$ cat src/sv/bavg_pkg.sv
`timescale 1ns / 1ps

package bavg_pkg;

	// Build defaults
	localparam int OUT_WIDTH_DEF = 256;

	// Scale register
	localparam int SCALE_W = 10;
	localparam logic [SCALE_W-1:0] SCALE_RESET = 10'd200;
	localparam logic [SCALE_W-1:0] SCALE_MIN = 10'd100;
	localparam int SCALE_MAX = 1023;

	// Field widths
	localparam int PIX_W = 16;
	localparam int ROW_W = 10;
	localparam int COL_OUT_W = 8;
	localparam int OROW_W = 8;
	localparam int SRC_COL_W = 16;
	localparam logic [SRC_COL_W-1:0] SRC_COL_SAT = '1;

	// Channel sums, one lane per colour
	localparam int CHAN_W = 16;
	localparam int CHAN_N = 3;
	localparam int CH_R = 2;
	localparam int CH_G = 1;
	localparam int CH_B = 0;
	localparam int ENTRY_W = CHAN_N * CHAN_W;

	// Last scanline of an output row stays below 256 * 1023 / 100
	localparam int LAST_W = 12;
	// Pixels in one column group never exceed eleven
	localparam int PCNT_W = 4;
	// Group pixels times rows stays below 4096
	localparam int DVS_W = 12;
	// Narrowest product word of the boundary unit
	localparam int PROD_MIN_W = 18;

	typedef logic [CHAN_W-1:0] chan_t;
	typedef chan_t [CHAN_N-1:0] chan_vec_t;

	typedef enum logic {
		KIND_FRAME = 1'b0,
		KIND_PIXEL = 1'b1
	} kind_t;

	typedef enum logic [2:0] {
		ST_IDLE,
		ST_BOUNDS,
		ST_ADD,
		ST_DIV,
		ST_EMIT
	} state_t;

	typedef struct packed {
		kind_t             kind;
		logic [PIX_W-1:0]  pixel_value;
		logic [ROW_W-1:0]  scan_row;
		logic              line_end;
	} item_t;

	typedef struct packed {
		logic [PIX_W-1:0]     out_pixel;
		logic [COL_OUT_W-1:0] out_column;
		logic [OROW_W-1:0]    out_row;
		logic                 last_in_row;
	} result_t;

endpackage

$ cat src/sv/bavg_bounds.sv
`timescale 1ns / 1ps

module bavg_bounds import bavg_pkg::*; #(
	parameter int OUT_WIDTH = OUT_WIDTH_DEF,
	localparam int GI_W = $clog2(OUT_WIDTH + 1),
	localparam int END_W = $clog2(OUT_WIDTH * SCALE_MAX / 100 + 1)
) (
	input  logic               clk,
	input  logic               arst_n,
	input  logic               go,
	input  logic [GI_W-1:0]    grp,
	input  logic [OROW_W-1:0]  orow,
	input  logic [SCALE_W-1:0] scale,
	output logic               done,
	output logic [END_W-1:0]   start_col,
	output logic [END_W-1:0]   end_col,
	output logic [LAST_W-1:0]  last_line
);

	localparam int PROD_W = $clog2(OUT_WIDTH * SCALE_MAX + 1);
	localparam int N_W = (PROD_W > PROD_MIN_W) ? PROD_W : PROD_MIN_W;
	localparam int Q_W = N_W - 6;
	localparam int M_W = N_W + 1;
	localparam int RECIP_SH = N_W + 7;
	localparam logic [M_W-1:0] RECIP_M = M_W'((64'd1 << RECIP_SH) / 100);
	localparam int HUNDRED = 100;

	logic [SCALE_W-1:0]        scale_c;
	logic [GI_W:0]             num_a;
	logic [OROW_W:0]           num_b;
	logic [GI_W+SCALE_W:0]     full_a;
	logic [OROW_W+SCALE_W:0]   full_b;
	logic [GI_W+SCALE_W:0]     full_c;
	logic [N_W+M_W-1:0]        prod_a;
	logic [N_W+M_W-1:0]        prod_b;
	logic [N_W+M_W-1:0]        prod_c;
	logic [N_W-1:0]            back_a;
	logic [N_W-1:0]            back_b;
	logic [N_W-1:0]            back_c;
	logic [N_W-1:0]            rem_a;
	logic [N_W-1:0]            rem_b;
	logic [N_W-1:0]            rem_c;
	logic [Q_W-1:0]            fix_a;
	logic [Q_W-1:0]            fix_b;
	logic [Q_W-1:0]            fix_c;

	logic                      v_s1, v_s2, v_s3;
	logic [N_W-1:0]            pa_s1, pb_s1, pc_s1, pa_s2, pb_s2, pc_s2;
	logic [Q_W-1:0]            qa_s2, qb_s2, qc_s2;
	logic [END_W-1:0]          start_s3;
	logic [END_W-1:0]          end_s3;
	logic [LAST_W-1:0]         last_s3;

	// Clamp ratios below one to one
	assign scale_c = (scale < SCALE_MIN) ? SCALE_MIN : scale;

	// Numerators group * f, (group + 1) * f and (row + 1) * f
	assign num_a = {1'b0, grp} + (GI_W + 1)'(1);
	assign num_b = {1'b0, orow} + (OROW_W + 1)'(1);
	assign full_a = num_a * scale_c;
	assign full_b = num_b * scale_c;
	assign full_c = {1'b0, grp} * scale_c;

	// Reciprocal estimate of the quotient by one hundred, low by at most one
	assign prod_a = (N_W + M_W)'(pa_s1) * (N_W + M_W)'(RECIP_M);
	assign prod_b = (N_W + M_W)'(pb_s1) * (N_W + M_W)'(RECIP_M);
	assign prod_c = (N_W + M_W)'(pc_s1) * (N_W + M_W)'(RECIP_M);

	// Correct the estimate from the remainder
	assign back_a = N_W'({7'd0, qa_s2} * (Q_W + 7)'(HUNDRED));
	assign back_b = N_W'({7'd0, qb_s2} * (Q_W + 7)'(HUNDRED));
	assign back_c = N_W'({7'd0, qc_s2} * (Q_W + 7)'(HUNDRED));
	assign rem_a = pa_s2 - back_a;
	assign rem_b = pb_s2 - back_b;
	assign rem_c = pc_s2 - back_c;
	assign fix_a = (rem_a >= N_W'(HUNDRED)) ? qa_s2 + 1'b1 : qa_s2;
	assign fix_b = (rem_b >= N_W'(HUNDRED)) ? qb_s2 + 1'b1 : qb_s2;
	assign fix_c = (rem_c >= N_W'(HUNDRED)) ? qc_s2 + 1'b1 : qc_s2;

	// Advance stage flags
	always_ff @(posedge clk or negedge arst_n) begin
		if (!arst_n) begin
			v_s1 <= 1'b0;
			v_s2 <= 1'b0;
			v_s3 <= 1'b0;
		end else begin
			v_s1 <= go;
			v_s2 <= v_s1;
			v_s3 <= v_s2;
		end
	end

	// Stage data
	always_ff @(posedge clk) begin
		pa_s1 <= N_W'(full_a);
		pb_s1 <= N_W'(full_b);
		pc_s1 <= N_W'(full_c);
		pa_s2 <= pa_s1;
		pb_s2 <= pb_s1;
		pc_s2 <= pc_s1;
		qa_s2 <= prod_a[RECIP_SH +: Q_W];
		qb_s2 <= prod_b[RECIP_SH +: Q_W];
		qc_s2 <= prod_c[RECIP_SH +: Q_W];
		start_s3 <= END_W'(fix_c);
		end_s3 <= END_W'(fix_a);
		last_s3 <= LAST_W'(fix_b - 1'b1);
	end

	assign done = v_s3;
	assign start_col = start_s3;
	assign end_col = end_s3;
	assign last_line = last_s3;

endmodule

$ cat config.mk
export PLATFORM = sky130hd
export DESIGN_NAME = bavg_bounds
export DESIGN_NICKNAME = d
export VERILOG_FILES = /design/src/sv/bavg_pkg.sv /design/src/sv/bavg_bounds.sv
export SDC_FILE = /design/constraint.sdc
export NUM_CORES = 2
export LEC_CHECK = 0
export BUFFER_PORTS_ARGS = -buffer_cell sky130_fd_sc_hd__buf_4
export CAP_MARGIN = 20
export CORE_MARGIN = 10
export CORE_UTILIZATION = 40
export DETAILED_ROUTE_END_ITERATION = 8
export PLACE_DENSITY = 0.56
export SETUP_SLACK_MARGIN = 0.02
export SYNTH_ARGS = -nofsm -noshare
export SYNTH_HDL_FRONTEND = slang
export SYNTH_SLANG_ARGS = --single-unit
$ cat constraint.sdc
create_clock -name clk -period 6.6 [get_ports clk]
set_input_delay 0 -clock clk [delete_from_list [all_inputs] [get_ports clk]]
set_output_delay 0 -clock clk [all_outputs]
set_load 0.05 [all_outputs]
### Word-level counts from Yosys, hierarchy flattened

Index checks and enable logic that the tools add are counted.

* add/sub/neg operators: 9
* mux-type cells: 4
* magnitude comparators: 4
* multiply operators: 9

Operator list (count)
* $mul 18x16->34 const B: 3
* $ge 18x7->1 const B: 3
* $sub 18x18->18: 3
* $mul 12x5->16 const B: 3
* $add 12x1->12 const B: 3
* $mul 9x10->18: 2
* $mux 12: 3
* $mul 10x10->18: 1
* $sub 12x1->12 const B: 1
* $add 9x1->10 const B: 1
* $lt 10x7->1 const B: 1
* $mux 10: 1
* $add 8x1->9 const B: 1

* bits in registers: 183
* bits of input ports: 30

### Depth between registers and ports, before layout

* word-level depth: 5
* gate-level depth with buffers: 32
* depth with buffers taken out: 31

### Worst setup path before layout

Ideal clock, no wire load.

* path kind: reg-to-reg
* start point: reg pa_s1[10]
* end point: reg qa_s2[11]
* clock period less this slack: 6.253 ns
* data required time: 6.528 ns
* arrival: 6.181 ns
* stages on the path, launching flop included: 24
* path slack: 0.347 ns
* buffers on the path: 0
* cell sequence: dfxtp_1 -> fa_1 -> ha_1 -> inv_1 -> fa_1 -> inv_1 -> fa_1 -> inv_1 -> fa_1 -> fa_1 -> inv_1 -> ha_1 -> a21o_1 -> a21o_1 -> a211oi_1 -> o21ai_0 -> a211o_1 -> o31a_1 -> a41o_1 -> o41a_1 -> and2_4 -> a311o_1 -> a21oi_2 -> xnor2_1

* cells in the longest elaborated chain, start to end: 1

RTL lines
* start: declaration: line bavg_bounds.sv:48 `logic [N_W-1:0] pa_s1, pb_s1, pc_s1, pa_s2, pb_s2, pc_s2;`
* start signal: assignment: line bavg_bounds.sv:95 `pa_s1 <= N_W'(full_a);`
* $mul 18x16->34: line bavg_bounds.sv:65 `assign prod_a = (N_W + M_W)'(pa_s1) * (N_W + M_W)'(RECIP_M);`
* via prod_a[36]: line bavg_bounds.sv:34 `logic [N_W+M_W-1:0] prod_a;`
* end signal: assignment: line bavg_bounds.sv:101 `qa_s2 <= prod_a[RECIP_SH +: Q_W];`
* end: declaration: line bavg_bounds.sv:49 `logic [Q_W-1:0] qa_s2, qb_s2, qc_s2;`

The timed path passes the listed nets, and every way through them passes these cells.

### Final worst setup path

* start point: reg pa_s1[9]
* end point: reg qa_s2[11]

Same word-level chain as after synthesis.

==> impl_metrics.py <==
metrics = {
    "synth": {
        "synth-edff-count": 0,
        "ys_warn_count": 0,
        "synthCells": 3491,
        "async_flop_share_pct": 1.695,
        "syn_avg_cell_area_um2": 9.759,
        "synthesis.nets": 4813,
        "yosysTopAreaCell": "fa_1",
        "synth_cell_types": 79,
        "yosysMostFrequentCell": "inv_1",
        "synthTopCellsByArea": "fa_1 32%, ha_1 28%, dfxtp_1 10%",
        "synth_top_area_share_pct": 31.85,
        "synthTopCellsByCount": "781 x inv_1, 750 x ha_1, 542 x fa_1, 233 x nand2_1, 174 x dfxtp_1",
        "syn_area_um2": 34070,
        "synthFlopType": "dfxtp_1",
        "synth.ff_latch_count": 177,
        "ys_seq_area_share_pct": 10.45,
    },
    "critical_path": {
        "crit_arrival_ps": 6680,
        "critPathMaxStageDelay_ps": 540,
        "end_kind": "flip-flop",
        "cp_top_family": "adder cells",
        "path_max_fanout": 4,
        "crit_top_cell": "fa_1",
        "required_ps": 7020,
        "path_cells": "buf_4 -> ha_1 -> fa_1 -> fa_1 -> fa_1 -> inv_1 -> fa_1 -> fa_1 -> inv_1 -> ha_1 -> a21o_1 -> a21o_1 -> a211oi_2 -> o21ai_2 -> a211o_1 -> o31a_1 -> a41o_1 -> o41a_1 -> and2_4 -> a311o_1 -> a21oi_2 -> xnor2_1",
        "cp_num_buf_inv": 3,
        "startpoint_type": "flip-flop",
        "crit_type": "flip-flop to flip-flop",
        "critPathSlowestCell": "fa_1",
    },
    "global_routing": {
        "first_global_vias": 24130,
        "use_met2_pct": 25.03,
        "track_usage_pct": 15.59,
        "grt_pass1_wl_um": 123800,
        "use_met1_pct": 22.53,
        "top_usage_layer": "met2",
        "antenna_found_initial": 0,
        "met3_usage_pct": 1.832,
        "globalRouteOverflowTotal": 0,
        "grt_max_degree": 29,
    },
    "drt": {
        "drc_errors": 0,
        "wire_per_inst_um": 15.30,
        "vias": 22870,
        "antenna_left": 0,
        "drt-total-wl_um": 72930,
        "drtPass1Iterations": 5,
        "viasPerCell": 4.798,
        "drt_iter0_drc": 953,
    },
    "clocking": {
        "root_buffer": "clkbuf_16",
        "numCtsBuffers": 17,
        "clkSinkCount": 177,
        "tritoncts": "built",
        "worstSkewPairLatency_ps": 500,
        "cts_buffer_depth": 2,
        "cts_htree_levels": 4,
        "clk_pin_slew_worst_paths_ps": 80,
    },
    "status": {
        "status": "finished, final reports clean",
    },
    "placed_design": {
        "portBuffers": 66,
        "dpl_worst_slack_ps": 129.8,
        "gp_congestion": 0.8419,
        "dp_hpwl_um": 63820,
        "placed_area_um2": 36420,
    },
    "sta": {
        "hold_viol_final": 0,
        "fmax_mhz": 159.6,
        "worstMarginPinSlew_ps": 1068,
        "finalCriticalPeriod_ps": 6264,
        "fin_tns_setup_ps": 0,
        "setup_viol": 0,
        "slew_headroom_pct": 28.82,
        "setup_ws_ps": 335.5,
        "drv_slew": 0,
        "fin_crit_sh_pct": 94.92,
        "skew_ps": 19.69,
    },
    "worst_hold_path": {
        "hold_class": "primary input to flip-flop",
    },
    "cells_and_area": {
        "areaGrowthSynthToFinish_pct": 9.196,
        "antennaDiodeCount": 0,
        "fin_area_um2": 37200,
        "layout.nets": 4941,
        "drive_above_1_share_pct": 6.360,
        "final_util_pct": 44.24,
    },
    "floorplan": {
        "die-area_um2": 97240,
        "ios": 67,
        "core_um2": 84090,
        "die_x_um": 311.8,
        "num_rows": 106,
        "die_y_um": 311.8,
        "start_util_pct": 40.52,
    },
    "flow_run": {
        "cap_viol_max_count": 0,
    },
}
==> kinds of logic (layout without fill, tap and decap cells) <==
group	after synthesis	count (layout)	synth area share, %
compound gates	334	334	6.413
simple gates	654	654	9.219
flops	177	177	10.45
buf+inv	830	971	9.160
mux	14	14	0.4224
xor+xnor	190	190	4.947
fa+ha+maj	1292	1292	59.39
==> per-layer routing <==
metal | share of wire (%) | vias up
li1 | - | 11360
met1 | 50 | 11260
met2 | 46 | 226
met3 | 2.6 | 28
met4 | 0.85 | 0
met5 | 0 | -
==> sequential cells by signal, summed over array words and instances, names as in the netlist <==
register,count
v_s1,1
start_col,12
end_col,12
last_line,12
qb_s2,12
v_s2,1
pc_s1,18
pa_s1,18
pa_s2,16
qa_s2,12
pb_s2,16
pc_s2,16
qc_s2,12
pb_s1,18
done,1
==> repair_timing <==
action,4_1_cts,5_1_grt
hold endpoints to repair,8,0
setup endpoints to repair,0,19
buffers inserted,0,1
hold buffers,8,0
gates resized for setup,0,31
==> placed cells by master (no fill, tap or decap), types with 8 or more instances in the layout <==
cell	count
nor3b_1	9
dfxtp_1	163
clkbuf_16	17
fa_1	542
a21boi_0	10
nand2_1	233
xnor2_1	139
xor2_1	49
a21oi_1	87
nor2b_1	31
o21bai_1	11
ha_1	747
nand4_1	10
dfxtp_2	8
o211ai_1	9
inv_1	781
and3_1	36
o21ai_0	65
o21a_1	24
nor3_1	29
nor2_1	144
a31oi_1	8
dlygate4sd3_1	8
nand2b_1	33
and2_1	51
or2_2	9
buf_4	149
a21o_1	42
nand3_1	38
mux2i_1	10
==> worst min-delay path: stages <==
cell and delay (ps):
buf_4 190, and3_1 180, ha_1 140
==> per-stage QoR <==
stage / std cells / hold slack [ps]
3_5_place_dp: 4725 / -208.3
2_1_floorplan: 3491 / -295.6
5_1_grt: 4766 / 49.44
4_1_cts: 4765 / 9.121
6_report: 4766 / 60.00
3_3_place_gp: 4725 / -210.2
==> path summary, 6_finish.rpt <==
check	start	endpoint	slack [ps]	depth (start not counted)
setup / recovery	pa_s1[9]$_DFF_P_	qa_s2[11]$_DFF_P_	340	22
min in group asynchronous	arst_n	done$_DFF_PN0_	380	3
hold / removal	grp[1]	pc_s1[1]$_DFF_P_	60	3
hold reg to reg	v_s1$_DFF_PN0_	v_s2$_DFF_PN0_	350	0
max in group asynchronous	arst_n	v_s1$_DFF_PN0_	6080	3
setup reg to reg	pa_s1[9]$_DFF_P_	qa_s2[11]$_DFF_P_	340	22
==> layout make-up <==
| cell class | instances | area [µm²] |
|---|---|---|
| flip-flops and latches | 177 | 3580 |
| clock inverters | 13 | 168.9 |
| fillers | 8236 | 46890 |
| repair buffers | 158 | 1210 |
| multi-input cells | 2484 | 27440 |
| inverters | 781 | 2932 |
| clock buffers | 19 | 452.9 |
| well taps | 1134 | 1419 |
Power is not shown: default switching activity piles up to over one toggle a cycle in this logic, so the estimate is an artifact.
