$ cat src/sv/bavg_pkg.sv
`timescale 1ns / 1ps

package bavg_pkg;

	// Build defaults
	localparam int OUT_WIDTH_DEF = 256;

	// Scale register
	localparam int SCALE_W = 10;
	localparam logic [SCALE_W-1:0] SCALE_RESET = 10'd200;
	localparam logic [SCALE_W-1:0] SCALE_MIN = 10'd100;
	localparam int SCALE_MAX = 1023;

	// Field widths
	localparam int PIX_W = 16;
	localparam int ROW_W = 10;
	localparam int COL_OUT_W = 8;
	localparam int OROW_W = 8;
	localparam int SRC_COL_W = 16;
	localparam logic [SRC_COL_W-1:0] SRC_COL_SAT = '1;

	// Channel sums, one lane per colour
	localparam int CHAN_W = 16;
	localparam int CHAN_N = 3;
	localparam int CH_R = 2;
	localparam int CH_G = 1;
	localparam int CH_B = 0;
	localparam int ENTRY_W = CHAN_N * CHAN_W;

	// Last scanline of an output row stays below 256 * 1023 / 100
	localparam int LAST_W = 12;
	// Pixels in one column group never exceed eleven
	localparam int PCNT_W = 4;
	// Group pixels times rows stays below 4096
	localparam int DVS_W = 12;
	// Narrowest product word of the boundary unit
	localparam int PROD_MIN_W = 18;

	typedef logic [CHAN_W-1:0] chan_t;
	typedef chan_t [CHAN_N-1:0] chan_vec_t;

	typedef enum logic {
		KIND_FRAME = 1'b0,
		KIND_PIXEL = 1'b1
	} kind_t;

	typedef enum logic [2:0] {
		ST_IDLE,
		ST_BOUNDS,
		ST_ADD,
		ST_DIV,
		ST_EMIT
	} state_t;

	typedef struct packed {
		kind_t             kind;
		logic [PIX_W-1:0]  pixel_value;
		logic [ROW_W-1:0]  scan_row;
		logic              line_end;
	} item_t;

	typedef struct packed {
		logic [PIX_W-1:0]     out_pixel;
		logic [COL_OUT_W-1:0] out_column;
		logic [OROW_W-1:0]    out_row;
		logic                 last_in_row;
	} result_t;

endpackage

$ cat src/sv/bavg_div.sv
`timescale 1ns / 1ps

module bavg_div import bavg_pkg::*; (
	input  logic             clk,
	input  logic             arst_n,
	input  logic             go,
	input  chan_vec_t        dividend,
	input  logic [DVS_W-1:0] divisor,
	output logic             done,
	output chan_vec_t        quotient
);

	localparam int CNT_W = $clog2(CHAN_W + 1);

	logic [CNT_W-1:0]  cnt_q;
	logic              done_q;
	logic [DVS_W-1:0]  dvs_q;
	logic [DVS_W-1:0]  rem_q [CHAN_N];
	chan_vec_t         quo_q;
	logic [DVS_W:0]    part [CHAN_N];
	logic              ge [CHAN_N];

	// One restoring step per lane, divisor shared
	always_comb begin
		for (int c = 0; c < CHAN_N; c++) begin
			part[c] = {rem_q[c], quo_q[c][CHAN_W-1]};
			ge[c] = (part[c] >= {1'b0, dvs_q});
		end
	end

	// Count the steps
	always_ff @(posedge clk or negedge arst_n) begin
		if (!arst_n) begin
			cnt_q <= '0;
			done_q <= 1'b0;
		end else begin
			done_q <= (cnt_q == CNT_W'(1));
			if (go) begin
				cnt_q <= CNT_W'(CHAN_W);
			end else if (cnt_q != '0) begin
				cnt_q <= cnt_q - 1'b1;
			end
		end
	end

	// Shift quotient bits in, keep partial remainders
	always_ff @(posedge clk) begin
		if (go) begin
			dvs_q <= divisor;
			quo_q <= dividend;
			for (int c = 0; c < CHAN_N; c++) begin
				rem_q[c] <= '0;
			end
		end else if (cnt_q != '0) begin
			for (int c = 0; c < CHAN_N; c++) begin
				rem_q[c] <= ge[c] ? DVS_W'(part[c] - {1'b0, dvs_q}) : part[c][DVS_W-1:0];
				quo_q[c] <= {quo_q[c][CHAN_W-2:0], ge[c]};
			end
		end
	end

	assign done = done_q;
	assign quotient = quo_q;

endmodule

$ cat config.mk
export PLATFORM = sky130hd
export DESIGN_NAME = bavg_div
export DESIGN_NICKNAME = d
export VERILOG_FILES = /design/src/sv/bavg_pkg.sv /design/src/sv/bavg_div.sv
export SDC_FILE = /design/constraint.sdc
export NUM_CORES = 1
export LEC_CHECK = 0
export BUFFER_PORTS_ARGS = -buffer_cell sky130_fd_sc_hd__buf_2
export CORE_MARGIN = 5
export CORE_UTILIZATION = 51
export DETAILED_ROUTE_END_ITERATION = 6
export PLACE_DENSITY = 0.8
export SYNTH_ARGS = -nofsm -noshare
export SYNTH_HDL_FRONTEND = slang
export SYNTH_SLANG_ARGS = --single-unit
$ cat constraint.sdc
create_clock -name clk -period 2.3 [get_ports clk]
set_input_delay 0.46 -clock clk [delete_from_list [all_inputs] [get_ports clk]]
set_output_delay 0.46 -clock clk [all_outputs]
set_load 0.02 [all_outputs]
# ---- Word level (Yosys, flattened, before mapping)
# Memory sizes are Yosys's and may differ from the RTL's.
# Cells that the tools add are included.
dict set report word_totals {
  ff_bits 66
  latch_bits 0
  mem_bits_rw 36
  romBits 0
  in_bits 63
  output_inout_bits 49
  wordCells 35
  memories 1
}
# memory words word_bits rd rd_ports_with_merged_regs wr line
set mem_list {}
lappend mem_list {rem_q 3 12 3 0 3 bavg_div.sv:18} ;# logic [DVS_W-1:0] rem_q [CHAN_N];
dict set report op_classes {
  n_addsub 4
  n_mul 0
  div 0
  n_lt_le_gt_ge 3
  n_eq_ne 1
  shifts 0
  mux 15
  bitwise_logic 3
  reduce_logical 2
}
# operator count
set op_table {}
lappend op_table {{2-to-1 mux 48 bit} 2}
lappend op_table {{2-to-1 mux 12 bit} 6}
lappend op_table {{greater-or-equal comparator 13 x 12 -> 1 bit} 3}
lappend op_table {{subtractor 12 bit} 3}
lappend op_table {{2-to-1 mux 5 bit} 2}
lappend op_table {{equality test 5 x 1 -> 1 bit (second input constant)} 1}
lappend op_table {{2-to-1 mux 1 bit} 5}
lappend op_table {{nonzero test 5 bit} 1}
lappend op_table {{subtractor 5 x 1 -> 5 bit (second input constant)} 1}
lappend op_table {{OR 1 bit} 3}
lappend op_table {{nonzero test 2 bit} 1}

# ---- Longest topological paths before layout
# Gate-level depths: netlist of the first run.
dict set report depth {
  ltp_word 5
  depth_mapped 10
  ltp_nobuf 9
}

# ---- Worst setup path after synthesis of the first run
# No wires, ideal clock.
dict set report synth_path {
  path_kind {input-to-reg}
  startpoint {input port go}
  endpoint {register quo_q (netlist bit quotient[0]) (enable)}
  setup_ns 0.406
  t_arrival_ns 2.188
  required_ns 1.894
  path_slack_ns -0.294
  path_stages 3
  n_path_buf 2
  cell_sequence {clkbuf_1 clkbuf_1 or2_2}
}
dict set report synth_between {
  elab_chain_len 1
}
# item line
set synth_rtl {}
lappend synth_rtl {{start, declared} bavg_div.sv:6} ;# input logic go,
lappend synth_rtl {{nonzero test 2 bit (no line)} -}
lappend synth_rtl {{end signal, assigned} bavg_div.sv:50} ;# quo_q <= dividend;
lappend synth_rtl {{end signal, assigned by index} bavg_div.sv:57} ;# quo_q[c] <= {quo_q[c][CHAN_W-2:0], ge[c]};
lappend synth_rtl {{end, declared} bavg_div.sv:19} ;# chan_vec_t quo_q;
# No other way between the ends.
# A chain may end at the register's enable or synchronous reset.

==> flow_metrics.tcl, run 1 <==
set metrics [dict create \
    synthTopCellsByArea "edfxtp_1, mux2_2, ha_1" \
    synthCells 546 \
    antenna_found_initial 0 \
    path_class "flip-flop to flip-flop" \
    worst_slack_ps -168 \
    design.core.area_mm2 0.0120 \
    place_inst 855 \
    r2r_end "rem_q[0][18]$_SDFFCE_PN0P_" \
    final_cells 890 \
    via_per_inst 6.16 \
    worstPathArrival_ps 2670 \
    yosysSeqAreaShare_pct 48.8 \
    reg2reg_depth 8 \
    start_util_pct 52.0 \
    violations "negative setup slack" \
    fin_nets 843 \
    cp_max_fo 4 \
    dieWidth_um 120 \
    crit_slowest_cell "or4b_1" \
    drc 0 \
    min_period_ps 2470 \
    outcome "finished, violations left" \
    drt_first_pass_iters 6 \
    critPathMaxStageDelay_ps 550 \
    first_global_vias 5534 \
    grt_overflow 0 \
    design_area_mm2 0.00828 \
    tritoncts "done" \
    grt_max_degree 68 \
    end_kind "flip-flop" \
    htreeDepth 3 \
    yosysMostFrequentCell "edfxtp_1" \
    drv_slew 0 \
    path_clk_slew_ps 70 \
    grt_pass1_wl_mm 28.1 \
    slew_headroom_pct 53.9 \
    synthArstFlopShare_pct 5.88 \
    post_dp_cell_area_mm2 0.00750 \
    total_power_mw 11.0 \
    dieArea_mm2 0.0145 \
    netlist_area_mm2 0.00622 \
    gp_congestion 0.979 \
    antennaDiodeCount 0 \
    via_count 5482 \
    cp-startpoint "dvs_q[1]$_DFFE_PP_" \
    drt-total-wl_mm 18.1 \
    drive_above_1_share_pct 45.8 \
    syn-num-nets 651 \
    yosys.area.top_type "edfxtp_1" \
    ys.flop_type "edfxtp_1" \
    fmax_mhz 405 \
    hold_viol 0 \
    yosysWarnings 0 \
    clockBufferDepth 2 \
    core.rowCount 40 \
    area_growth_syn_to_layout_pct 33.2 \
    finClkSkew_ps 14.6 \
    wl_per_cell_um 20.4 \
    ant_nets 0 \
    worstMarginPinSlew_ps 691 \
    crit_chain "inv_2, buf_6, ha_1, a21oi_1, o211a_1, o2111a_2, or4b_1, a21oi_1" \
    crit_path_start_kind "flip-flop" \
    setup_viol 12 \
    ys_top_cells_by_count "edfxtp_1, mux2_2, a21oi_1" \
    post-place-ws_ps -146 \
    fin_crit_sh_pct 107 \
    clock_latency_ps 360 \
    drv_cap 0 \
    dpl.hpwl_mm 12.4 \
    ios 112 \
    yosys_register_bits 102 \
    rrSetupSlack_ps -170 \
    fillers 788 \
    rr_startpoint "dvs_q[1]$_DFFE_PP_" \
    port_buffers 111 \
    p_leak_nw 3.52 \
    die_h_um 120 \
    avgSynthCellArea_um2 11.4 \
    tritoncts.num_buffers 9 \
    rsz0062_at_grt "true" \
    fin_tns_setup_ps -559 \
    track_usage_pct 24.2 \
    required_ps 2500 \
    synth_top_area_share_pct 46.3 \
    drt-initial-drc-count 467 \
    synthDistinctLibCells 64 \
    hold_path.class "primary input to flip-flop" \
    critPathMostFrequentCell "a21oi_1" \
    synth_edf_count 96 \
    vdd_drop_max_mv 0.806 \
    power_density_mw_per_mm2 1320 \
    crit_path_end "rem_q[0][18]$_SDFFCE_PN0P_" \
    root_buffer "clkbuf_16" \
    clkSinkCount 102 \
]
==> critical path, delay by kind of cell (launching register included) <==
kind	cells	cell delay [ps]
adders and majority gates	1	320
buffers and inverters	2	210
AOI/OAI and AO/OA	4	820
DFF	1	410
and+or+nand+nor	1	550
==> layer usage <==
| metal | track usage (%) | wire (um) | part of all wire (%) |
|---|---|---|---|
| met5 | 0 | 0 | 0 |
| met4 | 8.57 | 651 | 3.6 |
| met3 | 7.30 | 1790 | 9.8 |
| met2 | 40.0 | 8700 | 48 |
| met1 | 30.3 | 7010 | 39 |
==> logic make-up (layout without fill, tap and decap cells) <==
group                      count (synthesis)  count (layout)  synth area share, %
AOI/OAI and AO/OA                        160             161                 17.3
xor gates and xnor gates                  17              17                 2.39
adders and majority gates                 42              42                 8.81
buffers and inverters                     47             242                 3.14
DFF                                      102             102                 48.8
muxes                                     48              48                 8.69
and+or+nand+nor                          130             131                 10.9
==> stage by stage <==
stage | hold WS [ps] | utilization [%]
after detailed placement | 294 | 62.7
after floorplan | 164 | -
after global placement | 283 | 62.7
after CTS | 273 | 66.8
final | 286 | 69.3
after global routing | 274 | 69.3
==> cell usage in the layout, fill, tap and decap left out, types with 8 or more instances in the layout <==
master,instances
inv_1,18
buf_2,112
nor3_1,16
ha_1,24
mux2_2,47
a21o_1,9
buf_4,77
xor2_1,9
o21a_1,8
inv_2,9
nand2_1,23
edfxtp_1,96
a211oi_1,13
nor2_1,23
o21ai_0,18
ha_4,10
clkbuf_16,9
xnor2_1,8
a21oi_1,40
nand3_1,22
==> where the power goes <==
group	switching (mW)	internal, mW
combinational	3.42	2.82
clock	0.730	0.750
sequential	0.424	2.83
==> sequential cells by signal, summed over array words and instances (netlist names) <==
register and flops:
cnt_q 5, done 1, dvs_q 12, quotient 48
rem_q 36
==> final cells by class <==
| cell class | instances | area, um^2 | share of cell area (%) |
|---|---|---|---|
| tap | 147 | 184 | 2.22 |
| clock buffer | 9 | 225 | 2.72 |
| sequential | 102 | 3030 | 36.6 |
| inverter | 27 | 101 | 1.22 |
| clock inverter | 7 | 57.6 | 0.695 |
| multi-input combinational | 399 | 3410 | 41.1 |
| timing repair buffer | 199 | 1280 | 15.4 |
==> what timing repair did <==
action | 4_1_cts | 5_1_grt
hold buffers | 1 | 0
cloned | 3 | 0
resized for setup | 32 | 50
endpoints found under the setup margin | 31 | 33
pin swaps | 16 | 25
hold endpoints to repair | 6 | 0
setup buffers | 5 | 11
==> worst min-delay path by stage <==
| stage | cells after the start | endpoint | from |
|---|---|---|---|
| finish | 1 | dvs_q[4]$_DFFE_PP_ | divisor[4] |
| detailed placement | 1 | cnt_q[4]$_DFFE_PN0P_ | arst_n |
| floorplan | 0 | cnt_q[0]$_DFFE_PN0P_ | arst_n |
| CTS | 1 | dvs_q[9]$_DFFE_PP_ | divisor[9] |
| global placement | 1 | cnt_q[0]$_DFFE_PN0P_ | arst_n |
| global route | 1 | dvs_q[1]$_DFFE_PP_ | divisor[1] |
Note: power is estimated with default switching activity, not from simulation.
==> inputs of run 2 (changes only) <==
--- a/config.mk
+++ b/config.mk
@@ -7,9 +7,9 @@
 export LEC_CHECK = 0
 export BUFFER_PORTS_ARGS = -buffer_cell sky130_fd_sc_hd__buf_2
 export CORE_MARGIN = 5
-export CORE_UTILIZATION = 51
+export CORE_UTILIZATION = 40
 export DETAILED_ROUTE_END_ITERATION = 6
-export PLACE_DENSITY = 0.8
+export PLACE_DENSITY = 0.66
 export SYNTH_ARGS = -nofsm -noshare
 export SYNTH_HDL_FRONTEND = slang
 export SYNTH_SLANG_ARGS = --single-unit
==> flow_metrics.tcl, run 2 (synthesis gave the netlist of run 1 again) <==
set metrics [dict create \
    outcome "finished, violations left" \
    violations "negative setup slack" \
    critPathBufInv 1 \
    clkSinkCount 102 \
    htreeDepth 3 \
    worstMarginPinSlew_ps 407 \
    min_path_cells 1 \
    area_growth_syn_to_layout_pct 33.2 \
    root_buffer "clkbuf_16" \
    core.rowCount 45 \
    first_global_vias 5525 \
    reg2reg_depth 8 \
    ant_nets 0 \
    drt-total-wl_mm 17.4 \
    hold_viol 0 \
    final_common_cell "buf_2" \
    gr-usage-met1_pct 22.9 \
    worst_slack_ps -72.0 \
    via_count 5295 \
    r2r_end "rem_q[0][11]$_SDFFCE_PN0P_" \
    final_util_pct 54.5 \
    gp_congestion 0.900 \
    drt-initial-drc-count 400 \
    holdPathEnd "dvs_q[9]$_DFFE_PP_" \
    drv_cap 0 \
    path_class "flip-flop to flip-flop" \
    use_met3_pct 5.07 \
    dpl.hpwl_mm 12.6 \
    largest_reg_flops 48 \
    fin_crit_sh_pct 103 \
    drv_slew 0 \
    slew_headroom_pct 72.9 \
    min_period_ps 2370 \
    tritoncts "done" \
    rsz0062_at_grt "true" \
    drc 0 \
    drive_above_1_share_pct 44.9 \
    track_usage_pct 18.9 \
    end_kind "flip-flop" \
    rrSetupSlack_ps -70 \
    port_buffers 111 \
    rr_startpoint "dvs_q[1]$_DFFE_PP_" \
    die_h_um 135 \
    hold_path.class "primary input to flip-flop" \
    cp_max_fo 3 \
    fmax_mhz 422 \
    dieWidth_um 135 \
    dieArea_mm2 0.0181 \
    antennaDiodeCount 0 \
    start_util_pct 40.9 \
    wl_per_cell_um 18.6 \
    antenna_found_initial 0 \
    design.core.area_mm2 0.0152 \
    ios 112 \
    worstHoldStart "divisor[9]" \
    required_ps 2410 \
    setup_viol 4 \
    crit_family "compound AO/OA/AOI/OAI gates" \
    crit_path_start_kind "flip-flop" \
    critPathMaxStageDelay_ps 450 \
    fillers 1287 \
    path_clk_slew_ps 80 \
    grt_pass1_wl_mm 27.3 \
    tritoncts.num_buffers 9 \
    fin_nets 848 \
    vdd_drop_max_mv 0.553 \
    clock_latency_ps 360 \
    worstPathArrival_ps 2480 \
    grt_overflow 0 \
    crit_slowest_cell "or4_4" \
    fin_tns_setup_ps -102 \
    p_leak_nw 3.57 \
    finClkSkew_ps 13.1 \
    crit_chain "inv_2, ha_4, nor2b_4, o31a_1, or4_4, a221oi_2, xor2_1, o22ai_1" \
    grt.busiest_layer "met2" \
    grtUsageMet2_pct 30.9 \
    drt_first_pass_iters 7 \
    power_density_mw_per_mm2 1320 \
    clockBufferDepth 2 \
    final_cell_mix "buf_2, edfxtp_1, buf_4, mux2_2, a21oi_1" \
    cp-startpoint "dvs_q[1]$_DFFE_PP_" \
    via_per_inst 5.66 \
    grt_max_degree 72 \
]
-- run 2: changes by cell type in the layout (fill, tap and decap cells not counted), sizes merged --
cell and change:
buf +6, clkinv -4, inv +3, clkinvlp +1, o31a -1
-- run 2: layout make-up --
class	instances	area, um^2	area share (%)
clock buffer	9	225	2.72
clock inverter	7	72.6	0.876
inverter	27	104	1.25
multi-input combinational	398	3300	39.8
sequential	102	3030	36.6
tap	188	235	2.84
timing repair buffer	205	1320	15.9
-- run 2: power breakdown --
group	switching, mW	total (mW)	internal, mW
Sequential	0.397	3.22	2.82
Combinational	3.31	6.15	2.84
Clock	0.777	1.55	0.772
-- run 2: worst register-to-register path: stages (launching register included) --
cell and delay (ps):
edfxtp_1 420, inv_2 120, ha_4 210, nor2b_4 120
o31a_1 280, or4_4 450, a221oi_2 260, xor2_1 160
o22ai_1 100
-- run 2: per-stage QoR --
stage | instances | setup slack, ps | cell area [um^2] | hold WS (ps) | power (mW)
floorplan | 546 | -71.7 | 6290 | 164 | 6.65
CTS | 933 | -62.8 | 8120 | 254 | 10.6
global placement | 914 | -103 | 7700 | 289 | 8.66
detailed placement | 914 | -151 | 7700 | 295 | 8.81
global route | 936 | -120 | 8290 | 247 | 11.6
finish | 936 | -72.0 | 8290 | 266 | 10.9
-- run 2: worst max-delay path by stage --
stage	to	slack [ps]	cells past startpoint
detailed placement	rem_q[0][10]$_SDFFCE_PN0P_	-150	9
finish	rem_q[0][11]$_SDFFCE_PN0P_	-70	8
CTS	rem_q[0][11]$_SDFFCE_PN0P_	-60	8
floorplan	rem_q[0][11]$_SDFFCE_PN0P_	-70	8
global route	rem_q[0][6]$_SDFFCE_PN0P_	-120	8
global placement	rem_q[0][18]$_SDFFCE_PN0P_	-100	8
-- run 2: metal layers --
| layer | share of wire (%) | routed length, um |
|---|---|---|
| met4 | 3.8 | 671 |
| met2 | 47 | 8140 |
| met3 | 7.9 | 1380 |
| met1 | 42 | 7240 |
| met5 | 0 | 0 |
-- run 2: what timing repair did --
action / CTS / global route
pin swaps: 7 / 17
hold endpoints to repair: 6 / 0
hold buffers: 1 / 0
endpoints found under the setup margin: 28 / 36
setup buffers: 2 / 2
gates cloned: 0 / 1
resized for setup: 24 / 32
